[src/rtl/core/ycc565_pkg.sv]
package ycc565_pkg;

  localparam int unsigned SAMPLE_W = 8;
  localparam int unsigned PIXEL_W  = 16;
  localparam int unsigned TERM_W   = 16;
  localparam int unsigned SUM_W    = TERM_W + 1;
  localparam int unsigned CLIP_W   = 14;

  typedef logic [SAMPLE_W-1:0]      sample_t;
  typedef logic [PIXEL_W-1:0]       pixel_t;
  typedef logic signed [TERM_W-1:0] term_t;
  typedef logic signed [SUM_W-1:0]  sum_t;
  typedef logic [CLIP_W-1:0]        clip_t;

  localparam logic signed [7:0] COEF_Y  = 8'sd74;
  localparam logic signed [7:0] COEF_RV = 8'sd101;
  localparam logic signed [7:0] COEF_GU = -8'sd24;
  localparam logic signed [7:0] COEF_GV = -8'sd51;

  localparam logic signed [9:0] LUMA_OFS = 10'sd16;
  localparam logic signed [9:0] CHR_OFS  = 10'sd128;

  localparam sum_t  SUM_MAX  = sum_t'(64 * 256 - 1);
  localparam clip_t CLIP_MAX = clip_t'(64 * 256 - 1);

  // shared chroma products, one set per pixel pair
  typedef struct packed {
    term_t rv;
    term_t guv;
    term_t bu;
  } chroma_terms_t;

endpackage

[src/rtl/core/ycc565_ifs.sv]
interface ycc565_in_if;
  logic                  valid;
  logic                  ready;
  ycc565_pkg::sample_t   luma_first;
  ycc565_pkg::sample_t   luma_second;
  ycc565_pkg::sample_t   chroma_blue;
  ycc565_pkg::sample_t   chroma_red;

  modport source (output valid, luma_first, luma_second, chroma_blue, chroma_red,
                  input ready);
  modport sink   (input valid, luma_first, luma_second, chroma_blue, chroma_red,
                  output ready);
endinterface

interface ycc565_out_if;
  logic               valid;
  logic               ready;
  ycc565_pkg::pixel_t pixel_first;
  ycc565_pkg::pixel_t pixel_second;

  modport source (output valid, pixel_first, pixel_second, input ready);
  modport sink   (input valid, pixel_first, pixel_second, output ready);
endinterface

[src/rtl/core/ycbcr_to_rgb565_pair_core.sv]
// YCbCr 4:2:0 pixel pair to RGB565 converter (BT.601 fixed point).
//
// Input channel in_pair carries two adjacent luma samples and the Cb/Cr
// pair they share; output channel out_pair carries both RGB565 pixels of
// that pair in one transaction. Both channels use valid/ready; a
// transaction completes on a clock edge with valid and ready high.
//
// Throughput: one pair per clock while out_pair.ready is high. The first
// stage registers the chroma products and the two per-lane luma products;
// the second stage adds, clips and packs in each lane and the output
// register merges both lanes.
//
// Each stage advances when it is empty or its successor advances, so
// bubbles close up and in_pair.ready stays high while one result waits.
// With out_pair.ready held low the pipe fills (two pairs) and then
// in_pair.ready drops; nothing is lost or repeated.
// Reset (rst_n low, synchronous) empties the pipe; no other state.
module ycbcr_to_rgb565_pair_core (
  input  logic          clk,
  input  logic          rst_n,
  ycc565_in_if.sink     in_pair,
  ycc565_out_if.source  out_pair
);
  import ycc565_pkg::*;

  chroma_terms_t terms;
  pixel_t        lane_first;
  pixel_t        lane_second;

  logic   s1_valid_r;
  logic   s1_valid_nxt;
  logic   out_valid_r;
  logic   out_valid_nxt;
  pixel_t pixel_first_r;
  pixel_t pixel_second_r;
  logic   en_s1;
  logic   en_out;

  always_comb begin
    en_out        = !out_valid_r || out_pair.ready;
    en_s1         = !s1_valid_r || en_out;
    s1_valid_nxt  = en_s1 ? in_pair.valid : s1_valid_r;
    out_valid_nxt = en_out ? s1_valid_r : out_valid_r;
  end

  ycc565_chroma u_chroma (
    .clk         (clk),
    .en          (en_s1),
    .chroma_blue (in_pair.chroma_blue),
    .chroma_red  (in_pair.chroma_red),
    .terms       (terms)
  );

  ycc565_lane u_lane_first (
    .clk   (clk),
    .en    (en_s1),
    .luma  (in_pair.luma_first),
    .terms (terms),
    .pixel (lane_first)
  );

  ycc565_lane u_lane_second (
    .clk   (clk),
    .en    (en_s1),
    .luma  (in_pair.luma_second),
    .terms (terms),
    .pixel (lane_second)
  );

  always_ff @(posedge clk) begin
    if (!rst_n) begin
      s1_valid_r  <= 1'b0;
      out_valid_r <= 1'b0;
    end else begin
      s1_valid_r  <= s1_valid_nxt;
      out_valid_r <= out_valid_nxt;
    end
  end

  always_ff @(posedge clk) begin
    if (en_out) begin
      pixel_first_r  <= lane_first;
      pixel_second_r <= lane_second;
    end
  end

  assign in_pair.ready         = en_s1;
  assign out_pair.valid        = out_valid_r;
  assign out_pair.pixel_first  = pixel_first_r;
  assign out_pair.pixel_second = pixel_second_r;

  a_reset_empty: assert property (@(posedge clk)
    !rst_n |=> !out_valid_r && !s1_valid_r)
    else $error("pipe not empty after reset");

  a_accept_loads_s1: assert property (@(posedge clk) disable iff (!rst_n)
    in_pair.valid && in_pair.ready |=> s1_valid_r)
    else $error("accepted transaction lost at first stage");

  a_s1_moves_out: assert property (@(posedge clk) disable iff (!rst_n)
    s1_valid_r && en_out |=> out_valid_r)
    else $error("first stage result not moved to output");

  a_full_blocks_input: assert property (@(posedge clk) disable iff (!rst_n)
    out_valid_r && !out_pair.ready && s1_valid_r |-> !in_pair.ready)
    else $error("input taken while pipe full and stalled");

endmodule

[src/rtl/core/ycc565_chroma.sv]
module ycc565_chroma (
  input  logic                      clk,
  input  logic                      en,
  input  ycc565_pkg::sample_t       chroma_blue,
  input  ycc565_pkg::sample_t       chroma_red,
  output ycc565_pkg::chroma_terms_t terms
);
  import ycc565_pkg::*;

  logic signed [9:0] cb_ofs;
  logic signed [9:0] cr_ofs;
  chroma_terms_t     terms_r;
  chroma_terms_t     terms_nxt;

  always_comb begin
    cb_ofs        = $signed({2'b00, chroma_blue}) - CHR_OFS;
    cr_ofs        = $signed({2'b00, chroma_red}) - CHR_OFS;
    terms_nxt.rv  = term_t'(cr_ofs) * term_t'(COEF_RV);
    terms_nxt.guv = term_t'(cb_ofs) * term_t'(COEF_GU) + term_t'(cr_ofs) * term_t'(COEF_GV);
    terms_nxt.bu  = term_t'({cb_ofs, 7'b0000000});
  end

  always_ff @(posedge clk) begin
    if (en) begin
      terms_r <= terms_nxt;
    end
  end

  assign terms = terms_r;

endmodule

[src/rtl/core/ycc565_lane.sv]
module ycc565_lane (
  input  logic                      clk,
  input  logic                      en,
  input  ycc565_pkg::sample_t       luma,
  input  ycc565_pkg::chroma_terms_t terms,
  output ycc565_pkg::pixel_t        pixel
);
  import ycc565_pkg::*;

  logic signed [9:0] luma_ofs;
  term_t             ly_r;
  term_t             ly_nxt;
  sum_t              sum_r_c;
  sum_t              sum_g_c;
  sum_t              sum_b_c;
  clip_t             clip_r_c;
  clip_t             clip_g_c;
  clip_t             clip_b_c;

  function automatic clip_t clip_sum(input sum_t s);
    clip_t res;
    if (s < 0) begin
      res = '0;
    end else if (s > SUM_MAX) begin
      res = CLIP_MAX;
    end else begin
      res = s[CLIP_W-1:0];
    end
    return res;
  endfunction

  always_comb begin
    luma_ofs = $signed({2'b00, luma}) - LUMA_OFS;
    ly_nxt   = term_t'(luma_ofs) * term_t'(COEF_Y);
  end

  always_ff @(posedge clk) begin
    if (en) begin
      ly_r <= ly_nxt;
    end
  end

  always_comb begin
    sum_r_c  = sum_t'(ly_r) + sum_t'(terms.rv);
    sum_g_c  = sum_t'(ly_r) + sum_t'(terms.guv);
    sum_b_c  = sum_t'(ly_r) + sum_t'(terms.bu);
    clip_r_c = clip_sum(sum_r_c);
    clip_g_c = clip_sum(sum_g_c);
    clip_b_c = clip_sum(sum_b_c);
    pixel    = {clip_r_c[13:9], clip_g_c[13:8], clip_b_c[13:9]};
  end

endmodule

[src/flat_wrapper.sv]
// flat-port wrapper written by rule: the top's interface ports become plain ports
module ycbcr_to_rgb565_pair_core_flat import ycc565_pkg::*;
  (clk, rst_n, in_pair_valid, in_pair_luma_first, in_pair_luma_second, in_pair_chroma_blue, in_pair_chroma_red, in_pair_ready, out_pair_valid, out_pair_pixel_first, out_pair_pixel_second, out_pair_ready);
  ycc565_in_if in_pair_i ();
  ycc565_out_if out_pair_i ();
  input  logic clk;
  input  logic rst_n;
  input wire logic [$bits(in_pair_i.valid)-1:0] in_pair_valid;
  input wire logic [$bits(in_pair_i.luma_first)-1:0] in_pair_luma_first;
  input wire logic [$bits(in_pair_i.luma_second)-1:0] in_pair_luma_second;
  input wire logic [$bits(in_pair_i.chroma_blue)-1:0] in_pair_chroma_blue;
  input wire logic [$bits(in_pair_i.chroma_red)-1:0] in_pair_chroma_red;
  output wire logic [$bits(in_pair_i.ready)-1:0] in_pair_ready;
  output wire logic [$bits(out_pair_i.valid)-1:0] out_pair_valid;
  output wire logic [$bits(out_pair_i.pixel_first)-1:0] out_pair_pixel_first;
  output wire logic [$bits(out_pair_i.pixel_second)-1:0] out_pair_pixel_second;
  input wire logic [$bits(out_pair_i.ready)-1:0] out_pair_ready;
  assign in_pair_i.valid = in_pair_valid;
  assign in_pair_i.luma_first = in_pair_luma_first;
  assign in_pair_i.luma_second = in_pair_luma_second;
  assign in_pair_i.chroma_blue = in_pair_chroma_blue;
  assign in_pair_i.chroma_red = in_pair_chroma_red;
  assign in_pair_ready = in_pair_i.ready;
  assign out_pair_valid = out_pair_i.valid;
  assign out_pair_pixel_first = out_pair_i.pixel_first;
  assign out_pair_pixel_second = out_pair_i.pixel_second;
  assign out_pair_i.ready = out_pair_ready;
  ycbcr_to_rgb565_pair_core u_core (.clk(clk), .rst_n(rst_n), .in_pair(in_pair_i), .out_pair(out_pair_i));
endmodule
[config.mk]
export PLATFORM = sky130hd
export DESIGN_NAME = ycbcr_to_rgb565_pair_core_flat
export DESIGN_NICKNAME = d
export VERILOG_FILES = /design/src/rtl/core/ycc565_pkg.sv /design/src/rtl/core/ycc565_ifs.sv /design/src/rtl/core/ycbcr_to_rgb565_pair_core.sv /design/src/rtl/core/ycc565_chroma.sv /design/src/rtl/core/ycc565_lane.sv /design/src/flat_wrapper.sv
export SDC_FILE = /design/constraint.sdc
export NUM_CORES = 1
export LEC_CHECK = 0
export BUFFER_PORTS_ARGS = -buffer_cell sky130_fd_sc_hd__buf_2
export CAP_MARGIN = 40
export CORE_MARGIN = 3
export CORE_UTILIZATION = 56
export CTS_BUF_LIST = sky130_fd_sc_hd__clkbuf_8
export CTS_CLUSTER_DIAMETER = 80
export DETAILED_ROUTE_END_ITERATION = 8
export GPL_ROUTABILITY_DRIVEN = 0
export PLACE_DENSITY = 0.84
export SETUP_SLACK_MARGIN = 0.4
export SLEW_MARGIN = 30
export SYNTH_ARGS = -nofsm -noshare
export SYNTH_HDL_FRONTEND = slang
export SYNTH_SLANG_ARGS = --single-unit
[constraint.sdc]
create_clock -name clk -period 5.25 [get_ports clk]
set_input_delay 0.525 -clock clk [delete_from_list [all_inputs] [get_ports clk]]
set_output_delay 0.525 -clock clk [all_outputs]
set_load 0.05 [all_outputs]
**After elaboration in Yosys (flattened, before gate mapping)**

Index checks and enable logic that the tools add are counted.

- Output and inout bits: 34
- Word-level logic and storage cells: 51
- Flip-flop bits (word level): 105
- Bits of input ports: 36

- Magnitude comparators: 12
- Reduce and logical (&&, ||, !) cells: 4
- Multiply operators: 5
- Add/sub/neg operators: 11
- Muxes and demuxes: 6

Operators by type and width:

| operator | number |
|---|---|
| $add A16 B16 Y17 | 6 |
| $gt A17 B15 Y1 const B | 6 |
| $lt A17 B1 Y1 const B | 6 |
| $mux W14 | 6 |
| $mul A9 B7 Y15 const B | 2 |
| $sub A8 B5 Y9 const B | 2 |
| $sub A8 B8 Y9 const B | 2 |
| $add A16 B16 Y16 | 1 |
| $mul A9 B7 Y16 const B | 1 |
| $mul A9 B8 Y16 const B | 1 |
| $mul A9 B3 Y12 const B | 1 |
| $logic_not A1 Y1 | 2 |
| $logic_or A1 B1 Y1 | 2 |

**Logic depth before layout (Yosys ltp)**

- Word-level depth: 3
- Mapped depth: 22
- Depth with buffers taken out: 22

**Modules after synthesis**

Synthesis repeated with hierarchy kept, for this count alone.

- Cell total of the unflattened synthesis: 1203
- Area total of the unflattened synthesis: 12221.7 um^2

By module, submodules not included:

| module | sequential area each (um^2) | times used | area each (um^2) | cells each |
|---|---|---|---|---|
| ycc565_chroma | 1111.1 | 1 | 4453.0 | 413 |
| ycc565_lane (u_core.u_lane_second) | 450.4 | 1 | 3502.1 | 391 |
| ycc565_lane (u_core.u_lane_first) | 450.4 | 1 | 3220.6 | 358 |
| ycbcr_to_rgb565_pair_core | 1001.0 | 1 | 1046.0 | 41 |

**Worst setup path before layout**

Ideal clock, no wire load.

- Path kind: input to register
- From: input port in_pair_chroma_blue[1]
- To: register u_core.u_chroma.terms_r, in the netlist u_core.u_chroma.terms[31] (data pin)
- Cell stages on the path: 20
- Required time: 4.984 ns
- Library setup time: 0.266 ns
- Buffers on the path: 0
- Path slack: 0.033 ns
- Arrival time: 4.951 ns
- Cells stage by stage: inv_1 -> ha_1 -> ha_1 -> ha_1 -> fa_1 -> a21o_1 -> a21oi_1 -> xnor2_1 -> ha_1 -> fa_1 -> fa_1 -> inv_1 -> fa_1 -> inv_1 -> ha_1 -> and2_1 -> o21ai_0 -> o21ai_0 -> o41ai_1 -> xnor2_1

RTL lines:

| item | RTL line | source |
|---|---|---|
| start, declared | flat_wrapper.sv:11 | `input wire logic [$bits(in_pair_i.chroma_blue)-1:0] in_pair_chroma_blue;` |
| end signal, assigned | ycc565_chroma.sv:25 | `terms_r <= terms_nxt;` |
| end, declared | ycc565_chroma.sv:12 | `chroma_terms_t terms_r;` |

==> results_dict.tcl <==
set metrics [dict create \
    cts_tree "built" \
    synth_area_per_cell_um2 10.19 \
    h-tree-depth 3 \
    first_global_vias 8304 \
    status "finished clean" \
    synth.top_cell.area_share_pct 26.08 \
    fmax_mhz 210.4 \
    root_buffer "clkbuf_8" \
    yosysWarnings 0 \
    seq_area_frac_synth_pct 26.43 \
    first_iter_violations 445 \
    hold_violations 0 \
    area_delta_synth_final_pct 11.14 \
    async_flop_share_pct 0 \
    fin_hold_ws_ps 333.2 \
    cp-start-kind "input port" \
    numPlacedInstances 1447 \
    synthDistinctLibCells 71 \
    antenna_found_initial 0 \
    final_util_pct 63.82 \
    final_common_cell "ha_1" \
    relSlewSlack_pct 50.52 \
    port_buffers 69 \
    wl_mm 23.98 \
    setup_violations 0 \
    min_period_ps 4753 \
    dieArea_mm2 0.02189 \
    syn_nets 1432 \
    synth_edf_count 98 \
    ant_nets 0 \
    place_ws_ps -70.32 \
    firstDrtPassIters 5 \
    drc 0 \
    antennaDiodeCount 0 \
    tightest_slew_ps 730.6 \
    cp_data_arrival_time_ps 5010 \
    clock_skew_ps 24.03 \
    required_ps 5510 \
    final_cells 1467 \
    grt_max_degree 57 \
    ir_drop_v 0.0003144 \
    slew_viol_final 0 \
    core_mm2 0.01965 \
    synth_area_mm2 0.01129 \
    pin_count 70 \
    drive_gt1_share_pct 13.48 \
    grt_pass1_wl_mm 38.67 \
    worst_slack_ps 496.8 \
    fin_tns_setup_ps 0 \
    placedInstanceArea_mm2 0.01216 \
    syn_inst 1108 \
    layout_common_cells "ha_1, inv_1, edfxtp_1" \
    num_rows 51 \
    cts.path.max_buffers 2 \
    wl_per_cell_um 16.34 \
    die_h_um 148.0 \
    synth-seq-cells 100 \
    yosysTopAreaCell "edfxtp_1" \
    finalCritPeriodShare_pct 90.54 \
    post-dp-hpwl_mm 19.63 \
    fin_total_pwr_mw 8.187 \
    start_util_pct 57.42 \
    powerDensity_mw_per_mm2 652.7 \
    clkSinkCount 100 \
    overflow 0 \
    fill_cells 1551 \
    die_w_um 148.0 \
    clock_latency_ps 400 \
    gr-max-usage-layer "met2" \
    ctsHoldBuffers 0 \
    nNetsFinal 1521 \
    synthFlopType "edfxtp_1" \
    clk_pin_slew_worst_paths_ps 110 \
    gr-usage-all-layers_pct 21.77 \
    min_path_type "in -> reg" \
    synthTopCellsByArea "edfxtp_1, ha_1, fa_1" \
    routed_via_density 5.793 \
    rsz0062_at_grt "true" \
    cap_violations 0 \
    via_count 8498 \
    grtUsageMet1_pct 27.64 \
    end_kind "flip-flop" \
    critical_path_class "in -> reg" \
    cp_max_fo 3 \
    p_leak_nw 6.001 \
    grtUsageMet2_pct 37.36 \
    post-route-cell-area_mm2 0.01254 \
    cts_inserted_buffers 9 \
    grt_use_met3_pct 3.127 \
]
-- path summary, 6_finish.rpt --
kind                                                from                                             end  slack, ps  depth (start not counted)
hold reg to reg           u_core.s1_valid_r$_SDFFE_PN0P_              u_core.out_pair.valid$_SDFFE_PN0P_        530                          1
setup reg to reg  u_core.u_lane_second.ly_r[5]$_DFFE_PP_  u_core.out_pair.pixel_second[13]$_SDFFCE_PN0P_       2190                          7
hold / removal                    in_pair_chroma_blue[4]             u_core.u_chroma.terms[11]$_DFFE_PP_        330                          1
setup / recovery                  in_pair_chroma_blue[1]             u_core.u_chroma.terms[30]$_DFFE_PP_        500                         19
-- registers in the layout, indices dropped and copies added (netlist names) --
signal                        cells
u_core.u_chroma.terms            36
u_core.out_pair.pixel_first      16
u_core.u_lane_first.ly_r         15
u_core.out_pair.pixel_second     16
u_core.out_pair.valid             1
u_core.u_lane_second.ly_r        15
u_core.s1_valid_r                 1
-- repair_timing --
| action | 4_1_cts | 5_1_grt |
|---|---|---|
| setup endpoints to repair | 2 | 4 |
| setup buffers | 0 | 4 |
| pin swaps | 1 | 30 |
| gates resized for setup | 2 | 31 |
-- critical path, cell delays in order --
cell	delay, ps
buf_8	90
inv_8	30
ha_4	230
ha_4	270
ha_4	130
fa_2	420
ha_1	280
inv_1	50
fa_1	510
fa_1	440
fa_1	550
inv_1	40
ha_1	340
a21oi_2	170
o21bai_1	100
a21oi_2	180
o21ai_1	100
a2111oi_0	380
nand3b_1	160
-- layout make-up --
type	instances	area (um2)	area share [%]
clock inverter	7	91.34	0.7282
timing repair buffer	83	483.0	3.850
sequential	100	2983	23.78
tap	265	331.6	2.643
inverter	182	693.2	5.526
clock buffer	9	123.9	0.9875
multi-input combinational	821	7838	62.48
-- where the power goes --
| group | total [mW] | internal [mW] | switching, mW |
|---|---|---|---|
| sequential | 1.71 | 1.45 | 0.265 |
| combinational | 5.97 | 2.47 | 3.50 |
| clock | 0.510 | 0.195 | 0.316 |
| total | 8.19 | 4.11 | 4.08 |
-- metal layers --
metal / vias up / part of all wire, %
met5: - / 0
met4: 0 / 4.3
met3: 88 / 5.0
met2: 254 / 48
met1: 3993 / 43
li1: 4163 / -
-- cells by family (layout without fill, tap and decap cells) --
family / Yosys count / in the layout / synth area share, %
adder cells (fa/ha/maj): 289 / 289 / 35.61
AO/OA/AOI/OAI: 277 / 277 / 16.97
buffers and inverters: 187 / 281 / 6.219
AND/OR/NAND/NOR: 152 / 152 / 6.685
flip-flops: 100 / 100 / 26.43
XOR/XNOR: 96 / 96 / 7.450
multiplexers: 7 / 7 / 0.6319
-- synth_stat cells, drive strengths merged (4+ instances only) --
cell     number
o21bai       12
a211o         4
ha          234
a2111o        4
o211ai       20
nor3         13
nor2         34
a211oi        9
o21ai        36
o311ai        4
fa           54
nand3        16
a31o          7
a31oi        16
xnor2        57
edfxtp       98
nor2b        10
and3          7
a21o         33
a21oi        82
o21a          8
mux2i         6
nand2        41
a41oi         6
nand2b       10
a2111oi       5
inv         181
xor2         39
Note: power is estimated with default switching activity, not from simulation.
